--- src/sv/tcw_pkg.sv ---
`default_nettype none
// ----------------------------------------------------------------------------
// tcw_pkg
// shared geometry, codes and control structs of the text console writer
// ----------------------------------------------------------------------------
package tcw_pkg;

  // screen geometry
  localparam int COLUMNS   = 80;
  localparam int LINES     = 25;
  localparam int TAB_WIDTH = 8;

  localparam int CELL_COUNT = COLUMNS * LINES;
  localparam int ADDR_W     = $clog2(CELL_COUNT);
  localparam int COL_W      = $clog2(COLUMNS + 1);
  localparam int ROW_W      = $clog2(LINES + 1);
  localparam int PH_W       = (TAB_WIDTH > 1) ? $clog2(TAB_WIDTH) : 1;
  localparam int STOP_W     = $clog2(COLUMNS + TAB_WIDTH + 1);
  localparam int LIN_W      = $clog2(CELL_COUNT + COLUMNS);
  localparam int CELL_W     = 16;
  localparam int CELL_IDX_W = 11;

  // scroll walk: copy region, then one cleared row
  localparam int COPY_COUNT   = COLUMNS * (LINES - 2);
  localparam int SCROLL_COUNT = COLUMNS * (LINES - 1);

  // request codes
  localparam logic [1:0] REQ_WRITE = 2'd0;
  localparam logic [1:0] REQ_CLEAR = 2'd1;
  localparam logic [1:0] REQ_READ  = 2'd2;

  // special characters
  localparam logic [7:0] CHAR_NUL = 8'd0;
  localparam logic [7:0] CHAR_TAB = 8'd9;
  localparam logic [7:0] CHAR_NL  = 8'd10;

  // command from the sequencer to the cursor unit
  typedef struct packed {
    logic step;     // process one character
    logic dec_row;  // scroll just happened: move the line up first
    logic first;    // first character of a string
    logic home;     // clear screen: cursor to the origin
  } tcw_cur_cmd_t;

  // status from the cursor unit
  typedef struct packed {
    logic [ROW_W-1:0]  row;
    logic [COL_W-1:0]  col_next;
    logic [ROW_W-1:0]  row_next;
    logic              wr_en;
    logic [ADDR_W-1:0] wr_addr;
  } tcw_cur_stat_t;

endpackage
`default_nettype wire

--- src/sv/tcw_cursor_unit.sv ---
`default_nettype none
// ----------------------------------------------------------------------------
// tcw_cursor_unit
// cursor column, line, tab phase and string length, with the character rules
// ----------------------------------------------------------------------------
module tcw_cursor_unit
  import tcw_pkg::*;
(
  input  wire logic          clk,
  input  wire logic          rst,
  input  wire tcw_cur_cmd_t  cmd,
  input  wire logic [7:0]    char_code,
  output tcw_cur_stat_t      stat
);

  logic [COL_W-1:0]  col;
  logic [ROW_W-1:0]  row;
  logic [PH_W-1:0]   phase;   // column modulo tab width
  logic [COL_W-1:0]  cnt;     // characters consumed of this string

  logic [COL_W-1:0]  col_next;
  logic [ROW_W-1:0]  row_next;
  logic [PH_W-1:0]   phase_next;
  logic [COL_W-1:0]  cnt_next;

  logic [ROW_W-1:0]  row_eff;
  logic [ROW_W-1:0]  row_down;
  logic [COL_W-1:0]  cnt_eff;
  logic [COL_W-1:0]  col_inc;
  logic [STOP_W-1:0] stop;
  logic [LIN_W-1:0]  lin;
  logic              wr_en;

  always_comb begin
    row_eff  = cmd.dec_row ? row - ROW_W'(1) : row;
    cnt_eff  = cmd.first ? '0 : cnt;
    row_down = (row_eff < ROW_W'(LINES)) ? row_eff + ROW_W'(1) : row_eff;
    col_inc  = col + COL_W'(1);
    stop     = STOP_W'(col) - STOP_W'(phase) + STOP_W'(TAB_WIDTH);
    lin      = LIN_W'(row_eff) * LIN_W'(COLUMNS) + LIN_W'(col);

    col_next   = col;
    row_next   = row;
    phase_next = phase;
    cnt_next   = cnt;
    wr_en      = 1'b0;

    if (cmd.home) begin
      col_next   = '0;
      row_next   = '0;
      phase_next = '0;
    end else if (cmd.step) begin
      row_next = row_eff;
      cnt_next = cnt_eff;
      if (cnt_eff < COL_W'(COLUMNS)) begin
        if (char_code == CHAR_NUL) begin
          // end of string: ignore the rest
          cnt_next = COL_W'(COLUMNS);
        end else begin
          cnt_next = cnt_eff + COL_W'(1);
          if (char_code == CHAR_NL) begin
            col_next   = '0;
            phase_next = '0;
            row_next   = row_down;
          end else if (char_code == CHAR_TAB) begin
            phase_next = '0;
            if (stop >= STOP_W'(COLUMNS)) begin
              col_next = '0;
              row_next = row_down;
            end else begin
              col_next = COL_W'(stop);
            end
          end else begin
            wr_en = (row_eff < ROW_W'(LINES));
            if (col_inc >= COL_W'(COLUMNS)) begin
              col_next   = '0;
              phase_next = '0;
              row_next   = row_down;
            end else begin
              col_next   = col_inc;
              phase_next = (phase == PH_W'(TAB_WIDTH - 1)) ? '0 : phase + PH_W'(1);
            end
          end
        end
      end
    end
  end

  always_ff @(posedge clk) begin
    if (rst) begin
      col   <= '0;
      row   <= '0;
      phase <= '0;
      cnt   <= '0;
    end else begin
      col   <= col_next;
      row   <= row_next;
      phase <= phase_next;
      cnt   <= cnt_next;
    end
  end

  assign stat.row      = row;
  assign stat.col_next = col_next;
  assign stat.row_next = row_next;
  assign stat.wr_en    = wr_en;
  assign stat.wr_addr  = ADDR_W'(lin);

endmodule
`default_nettype wire
--- config.mk ---
export PLATFORM = sky130hd
export DESIGN_NAME = tcw_cursor_unit
export DESIGN_NICKNAME = d
export VERILOG_FILES = /design/src/sv/tcw_pkg.sv /design/src/sv/tcw_cursor_unit.sv
export SDC_FILE = /design/constraint.sdc
export NUM_CORES = 1
export LEC_CHECK = 0
export ABC_AREA = 1
export BUFFER_PORTS_ARGS = -buffer_cell sky130_fd_sc_hd__buf_2
export CAP_MARGIN = 25
export CORE_MARGIN = 10
export CORE_UTILIZATION = 45
export DETAILED_ROUTE_END_ITERATION = 10
export GPL_TIMING_DRIVEN = 0
export HOLD_SLACK_MARGIN = 0.05
export PLACE_DENSITY = 0.67
export SYNTH_ARGS = -nofsm -noshare
export SYNTH_HDL_FRONTEND = slang
export SYNTH_SLANG_ARGS = --single-unit
--- constraint.sdc ---
create_clock -name clk -period 4.05 [get_ports clk]
set_input_delay 0.81 -clock clk [delete_from_list [all_inputs] [get_ports clk]]
set_output_delay 0.81 -clock clk [all_outputs]
set_load 0.05 [all_outputs]
# [Word level (Yosys, flattened, before mapping)]
# Cells that the tools add are included.
[word_totals] in_bits=14 reg_bits=22 output_inout_bits=29
[op_classes] n_addsub=8 order_cmp=4 mux=31 n_eq_ne=3 n_reduce_logical=4 bitwise=2 multipliers=1
[op_table] cell="$mux 7" n=11
[op_table] cell="$mux 5" n=10
[op_table] cell="$eq 8x4->1 const B" n=2
[op_table] cell="$add 7x1->7 const B" n=2
[op_table] cell="$ge 7x7->1 const B" n=2
[op_table] cell="$mux 3" n=4
[op_table] cell="$add 11x7->11" n=1
[op_table] cell="$logic_not 8->1" n=1
[op_table] cell="$add 7x4->7 const B" n=1
[op_table] cell="$lt 7x7->1 const B" n=1
[op_table] cell="$mul 5x3->7 const B" n=1
[op_table] cell="$sub 7x3->7" n=1
[op_table] cell="$mux 1" n=6
[op_table] cell="$add 5x1->5 const B" n=1
[op_table] cell="$lt 5x5->1 const B" n=1
[op_table] cell="$sub 5x1->5 const B" n=1
[op_table] cell="$add 3x1->3 const B" n=1
[op_table] cell="$eq 3x3->1 const B" n=1
[op_table] cell="$reduce_and 3->1" n=1
[op_table] cell="$not 1->1" n=2
[op_table] cell="$reduce_and 2->1" n=1
[op_table] cell="$reduce_or 2->1" n=1

# [Depth between registers and ports, before layout]
# Gate-level depths: netlist (run 1).
[logic_depth] word_depth=11 mapped_depth=17

# [Worst setup path before layout (run 1)]
# Ideal clock, no wire load.
[synth_timing] path_type="reg-to-output" start="register row[0]" end="output port stat[10] (netlist bit)" required_ns=3.240 n_path_buf=0 setup_slack_ns=-0.194 t_arrival_ns=3.434 stages_incl_launch_ff=10 path_cell_list="dfxtp_1 inv_1 ha_1 a21oi_2 ha_1 ha_1 fa_1 xnor2_1 nor3_1 xnor2_1"
[synth_rtl] item="start: declaration" line="tcw_cursor_unit.sv:17" source="logic [ROW_W-1:0] row;"
[synth_rtl] item="start signal: assignment" line="tcw_cursor_unit.sv:97" source="row <= row_next;"
[synth_rtl] item="end: declaration" line="tcw_cursor_unit.sv:13" source="output tcw_cur_stat_t stat"

==> impl_metrics.py, run 1 <==
metrics = {
    "place": {
        "place_hpwl_mm": 4.84,
        "io_buffer_count": 41,
        "place_inst": 466,
        "post_dp_cell_area_um2": 2650,
        "gp_congestion": 0.882,
    },
    "clock_tree": {
        "clkTransAtPathRegs_ns": 0.08,
        "htree_levels": 1,
        "clk_latency_ns": 0.26,
        "cts_hold_buf": 0,
        "clockRootBuffer": "clkbuf_8",
        "cts_max_path_buffers": 2,
        "cts_sinks": 22,
        "cts_buffers": 3,
        "cts_tree": "built",
    },
    "floorplan": {
        "coreArea_um2": 5070,
        "rows": 26,
        "initial_core_util_pct": 46.2,
        "die_h_um": 92.2,
        "io_pins": 43,
        "die-area_um2": 8500,
        "die-width_um": 92.2,
    },
    "drt": {
        "wl_per_cell_um": 12.6,
        "ant_nets": 0,
        "drtIter0Drc": 64,
        "wl_mm": 5.93,
        "vias": 2363,
        "drtPass1Iterations": 4,
        "via_per_inst": 5.04,
        "drc": 0,
    },
    "synth": {
        "avgSynthCellArea_um2": 6.60,
        "ys_seq_area_share_pct": 18.8,
        "synth_area_um2": 2340,
        "synth_warnings": 0,
        "synth_top_area_share_pct": 18.8,
        "synthTopCellsByArea": "dfxtp_1, ha_1, nand2_1",
        "syn_nets": 396,
        "synth_top_area_cell": "dfxtp_1",
        "syn_inst": 355,
        "ys_types": 35,
        "synth-seq-cells": 22,
    },
    "critical_path": {
        "crit_arrival_ns": 3.12,
        "cp_max_fo": 7,
        "cpPeakStageDelay_ns": 0.41,
        "critical_path_buf_inv_count": 2,
        "critical_path.startpoint_type": "flop",
        "cpMaxStageDelayCell": "fa_1",
        "crit_required_ns": 3.24,
        "end_kind": "primary output",
        "cpMostUsedCell": "ha_1",
        "path_cells": "inv_1 -> ha_1 -> a21oi_4 -> ha_1 -> ha_1 -> fa_1 -> xnor2_2 -> nor3_2 -> xnor2_2 -> clkbuf_4",
        "crit_type": "reg -> out",
        "critPathTopFamily": "adder cells",
    },
    "power_and_ir_drop": {
        "cellLeakagePower_nw": 1.40,
        "power_frac_clock_pct": 20.3,
        "p_seq_share_pct": 34.3,
        "switchingPower_mw": 0.291,
        "power_mw": 0.669,
        "swShare_pct": 43.5,
        "ir_drop_uv": 159,
        "combPwrFrac_pct": 45.4,
        "cellPowerDensity_nw_per_um2": 246,
        "p_int_mw": 0.378,
    },
    "timing": {
        "slew_headroom_pct": 62.7,
        "finalCriticalPeriod_ns": 3.93,
        "fin_crit_sh_pct": 97.0,
        "worst_pin_slew_ns": 0.560,
        "finalHoldViolCount": 0,
        "final-setup-viol-count": 0,
        "fmax_ghz": 0.255,
        "finClkSkew_ns": 0.00339,
        "slew_viol_final": 0,
    },
    "final_layout": {
        "areaGrowthSynthToFinish_pct": 16.0,
        "drive_gt1_share_pct": 21.6,
        "fin_nets": 442,
        "post-route-util_pct": 53.6,
        "final_area_um2": 2720,
        "final_cells": 469,
        "diodes": 0,
    },
    "global_route": {
        "grt.overflow.total": 0,
        "grt_pass1_wl_mm": 10.1,
        "grt_usage_pct": 13.9,
        "antenna_found_initial": 0,
        "grt_pass1_vias": 2275,
        "grt_max_degree": 12,
    },
    "flow_run": {
        "cap_violations": 0,
    },
    "outcome": {
        "outcome": "finished, final reports clean",
    },
    "hold_path": {
        "min_path_type": "reg -> reg",
    },
}
## tightest hold or removal path: cells and delay by family, from the launching register on
family	cells	cell delay (ns)
AO/OA/AOI/OAI	2	0.12
flip-flops	1	0.31
## worst paths after layout
| check | from | endpoint | slack (ns) | cells past startpoint |
|---|---|---|---|---|
| setup reg to reg | col[1] | row[4] | 1.46 | 13 |
| setup / recovery | row[0] | stat[10] | 0.12 | 10 |
| hold reg to reg | cnt[1] | cnt[1] | 0.48 | 2 |
| hold / removal | cnt[1] | cnt[1] | 0.48 | 2 |
## stage by stage
step	setup TNS, ns	setup slack, ns	hold WS (ns)
after global placement	0	0.0544	0.464
after global routing	-0.0387	-0.0387	0.503
after floorplan	0	0.00142	0.454
after detailed placement	0	0.0434	0.470
final	0	0.121	0.480
after CTS	0	0.0463	0.481
## cells by family after synthesis
logic type,synth area share (%)
adders and majority gates,15.4
AOI/OAI and AO/OA,13.4
xor gates and xnor gates,3.36
DFF,18.8
and+or+nand+nor,37.6
buffers and inverters,11.4
## final cells by class
type                       count  area [um^2]
buffer                         8         52.6
clock buffer                   3         41.3
fill                         553         2350
inverter                      57          215
multi-input combinational    268         1670
sequential                    22          442
tap                           70         87.6
timing repair buffer          41          210
## layout by cell type, fill, tap and decap left out, drive strengths merged
cell type and count:
a211oi 1, a21o 2, a21oi 27, a31oi 2
a32oi 2, buf 45, clkbuf 7, clkinv 1
dfxtp 22, fa 3, ha 24, inv 56
nand2 84, nand3 35, nand3b 1, nand4 12
nor2 37, nor3 8, o211ai 1, o21ai 14
o21bai 1, o221ai 1, o22ai 2, or2 2
xnor2 6, xor2 3
## flip-flops by register name (all words and copies together) (netlist names)
signal and flops:
col 7, cnt 7, phase 3, row 5
## power groups by stage
stage | Combinational (mW) | Clock [mW] | Sequential (mW)
floorplan | 0.225 | 0 | 0.241
CTS | 0.299 | 0.143 | 0.229
global route | 0.333 | 0.153 | 0.231
finish | 0.304 | 0.136 | 0.230
global placement | 0.292 | 0 | 0.234
detailed placement | 0.296 | 0 | 0.235
## synthesized netlist by cell type (all sizes together)
master / number
nand4: 12
fa: 3
clkinv: 1
a31oi: 2
ha: 24
o221ai: 1
clkbuf: 2
a21o: 2
a32oi: 2
o21ai: 14
or2: 2
xnor2: 6
o21bai: 1
dfxtp: 22
a21oi: 27
o22ai: 2
nand3b: 1
a211oi: 1
nor2: 37
buf: 6
inv: 56
nor3: 8
nand2: 84
xor2: 3
nand3: 35
o211ai: 1
## repair_timing
| action | 4_1_cts | 5_1_grt |
|---|---|---|
| gates resized for setup | 1 | 5 |
| endpoints found under the setup margin | 1 | 2 |
| setup buffers | 0 | 0 |
## routing by layer
layer	track usage (%)	vias up	share of wire, %
li1	-	1256	-
met1	17.0	1038	45
met2	24.3	65	48
met3	3.34	4	6.3
met4	2.31	0	0.56
met5	0	-	0
Power figures use the tool's default switching activity.
==> inputs of run 2 (changes only) <==
--- a/config.mk
+++ b/config.mk
@@ -5,7 +5,6 @@
 export SDC_FILE = /design/constraint.sdc
 export NUM_CORES = 1
 export LEC_CHECK = 0
-export ABC_AREA = 1
 export BUFFER_PORTS_ARGS = -buffer_cell sky130_fd_sc_hd__buf_2
 export CAP_MARGIN = 25
 export CORE_MARGIN = 10
==> impl_metrics.py, run 2 <==
metrics = {
    "outcome": {
        "outcome": "finished with violations",
        "failed_checks": "setup timing",
    },
    "synth": {
        "yosysMostFrequentCell": "nor2_1",
        "synth_top_area_cell": "dfxtp_1",
        "ys_types": 63,
        "synth_ff_type": "dfxtp_1",
        "synth_warnings": 0,
        "synth_edf_count": 0,
        "ys_top_cells_by_count": "nor2_1, nand2_1, ha_1",
        "syn_inst": 312,
        "synth_area_um2": 2400,
        "syn_nets": 353,
        "avgSynthCellArea_um2": 7.68,
        "synth-seq-cells": 22,
        "synthTopCellsByArea": "dfxtp_1, ha_1, nor2_1",
        "async_flop_share_pct": 0,
        "ys_seq_area_share_pct": 18.4,
        "synth_top_area_share_pct": 18.4,
    },
    "drt": {
        "drtIter0Drc": 161,
        "vias": 2524,
        "ant_nets": 0,
        "wl_mm": 6.83,
        "drc": 0,
        "dr_wl_met3_um": 342,
        "wl_per_cell_um": 15.2,
        "met2_length_mm": 3.30,
        "dr.max_layer_used": "met4",
        "drtPass1Iterations": 5,
        "drt-met1-wl_mm": 3.16,
        "via_per_inst": 5.63,
    },
    "flow_run": {
        "cap_violations": 0,
    },
    "floorplan": {
        "die-width_um": 93.0,
        "die_h_um": 93.0,
        "die-area_um2": 8640,
        "rows": 26,
        "coreArea_um2": 5140,
        "initial_core_util_pct": 46.6,
        "io_pins": 43,
    },
    "timing": {
        "fmax_ghz": 0.241,
        "whs_ns": 0.489,
        "finClkSkew_ns": 0.0125,
        "slew_viol_final": 0,
        "setup_ws_ns": -0.102,
        "final-setup-viol-count": 2,
        "fin_crit_sh_pct": 103,
        "worst_pin_slew_ns": 0.742,
        "finalHoldViolCount": 0,
        "slew_headroom_pct": 50.1,
        "finalCriticalPeriod_ns": 4.15,
        "grt_setup_unrepaired": "yes",
    },
    "power_and_ir_drop": {
        "ir_drop_uv": 233,
        "cellLeakagePower_nw": 1.38,
        "cellPowerDensity_nw_per_um2": 232,
        "power_mw": 0.736,
    },
    "final_layout": {
        "final_cell_mix": "buf_2, nor2_1, nand2_1, buf_4, ha_1",
        "final_common_cell": "buf_2",
        "diodes": 0,
        "post-route-util_pct": 61.8,
        "fin_nets": 421,
        "final_cells": 448,
        "final_area_um2": 3180,
        "reg_top3": "cnt (7), col (7), row (5)",
        "areaGrowthSynthToFinish_pct": 32.6,
        "final.fill_count": 480,
        "drive_gt1_share_pct": 34.9,
    },
    "critical_path": {
        "cp_max_fo": 4,
        "crit_type": "reg -> out",
        "crit_required_ns": 3.24,
        "critical_path.startpoint_type": "flop",
        "crit_arrival_ns": 3.34,
        "end_kind": "primary output",
    },
    "global_route": {
        "grt_pass1_wl_mm": 11.3,
        "grt_usage_pct": 15.3,
        "grt_max_degree": 12,
        "antenna_found_initial": 0,
        "grt_pass1_vias": 2391,
        "grt.overflow.total": 0,
    },
    "clock_tree": {
        "cts_sinks": 22,
        "cts_buffers": 3,
        "clockRootBuffer": "clkbuf_8",
        "cts_max_path_buffers": 2,
        "htree_levels": 1,
        "cts_tree": "built",
        "clkTransAtPathRegs_ns": 0.08,
        "clk_latency_ns": 0.27,
    },
    "place": {
        "place_inst": 423,
        "place_hpwl_mm": 4.87,
        "post_dp_cell_area_um2": 2720,
        "gp_congestion": 0.849,
        "io_buffer_count": 41,
    },
    "hold_path": {
        "min_path_type": "reg -> reg",
    },
}
==> run 2: cell count changes after synthesis, moves of 6 or more <==
cell,delta
nand2_1,-51
nor2b_1,+10
inv_1,-35
nand3_1,-18
a22oi_1,+6
nand3_2,-7
a21oi_1,-10
xor2_1,+6
nor4_1,+7
and2_1,+9
nand4_1,-11
==> run 2: cell type report <==
type	instances	area, um^2	area share, %
Buffer	16	91.3	2.88
Clock buffer	3	41.3	1.30
Sequential cell	22	460	14.5
Tap cell	70	87.6	2.76
Timing Repair Buffer	64	403	12.7
Inverter	16	60.1	1.89
Multi-Input combinational cell	257	2030	64.0
==> run 2: worst max-delay path, cell delays in order (launching register included) <==
cell	delay, ns
dfxtp_2	0.33
inv_1	0.10
ha_4	0.22
ha_1	0.31
a211oi_2	0.28
buf_4	0.16
o21ai_1	0.12
a211oi_4	0.36
nor3_2	0.09
o211ai_1	0.30
mux2i_2	0.32
mux2_4	0.33
buf_8	0.15
==> run 2: kinds of logic after synthesis <==
logic type	count (synthesis)	synth area share [%]
DFF	22	18.4
xor gates and xnor gates	20	7.31
muxes	6	2.61
AOI/OAI and AO/OA	74	21.4
buffers and inverters	33	6.21
adders and majority gates	27	15.0
and+or+nand+nor	130	29.0
==> run 2: report_power, final <==
part	switching [mW]	internal [mW]	leakage (nW)	total, mW
logic	0.219	0.148	1.18	0.367
clock network	0.0764	0.0666	0.0216	0.143
registers	0.00615	0.219	0.183	0.226
total	0.302	0.434	1.38	0.736
==> run 2: path summary, 6_finish.rpt <==
check,from,endpoint,slack [ns],depth (start not counted)
worst max-delay path,phase[2],stat[14],-0.10,12
worst min-delay path,cnt[0],cnt[0],0.49,2
worst max register to register,col[1],row[0],1.07,13
worst min register to register,cnt[0],cnt[0],0.49,2
==> run 2: timing repair <==
action	CTS	global route
hold buffers	0	0
setup endpoints to repair	12	9
gates cloned	0	0
buffers inserted	12	11
endpoints found under the hold margin	0	0
pin swaps	13	14
gates resized for setup	45	12
==> run 2: per-layer routing <==
layer	track usage (%)	vias to the layer above
met3	3.28	2
li1	-	1266
met5	0	-
met2	27.0	74
met1	18.8	1182
met4	2.70	0
==> run 2: per-stage QoR <==
step | setup TNS (ns) | setup slack, ns
detailed placement | -1.20 | -0.530
global route | -0.868 | -0.233
finish | -0.131 | -0.102
CTS | -0.156 | -0.0846
global placement | -1.06 | -0.468
floorplan | -0.468 | -0.251
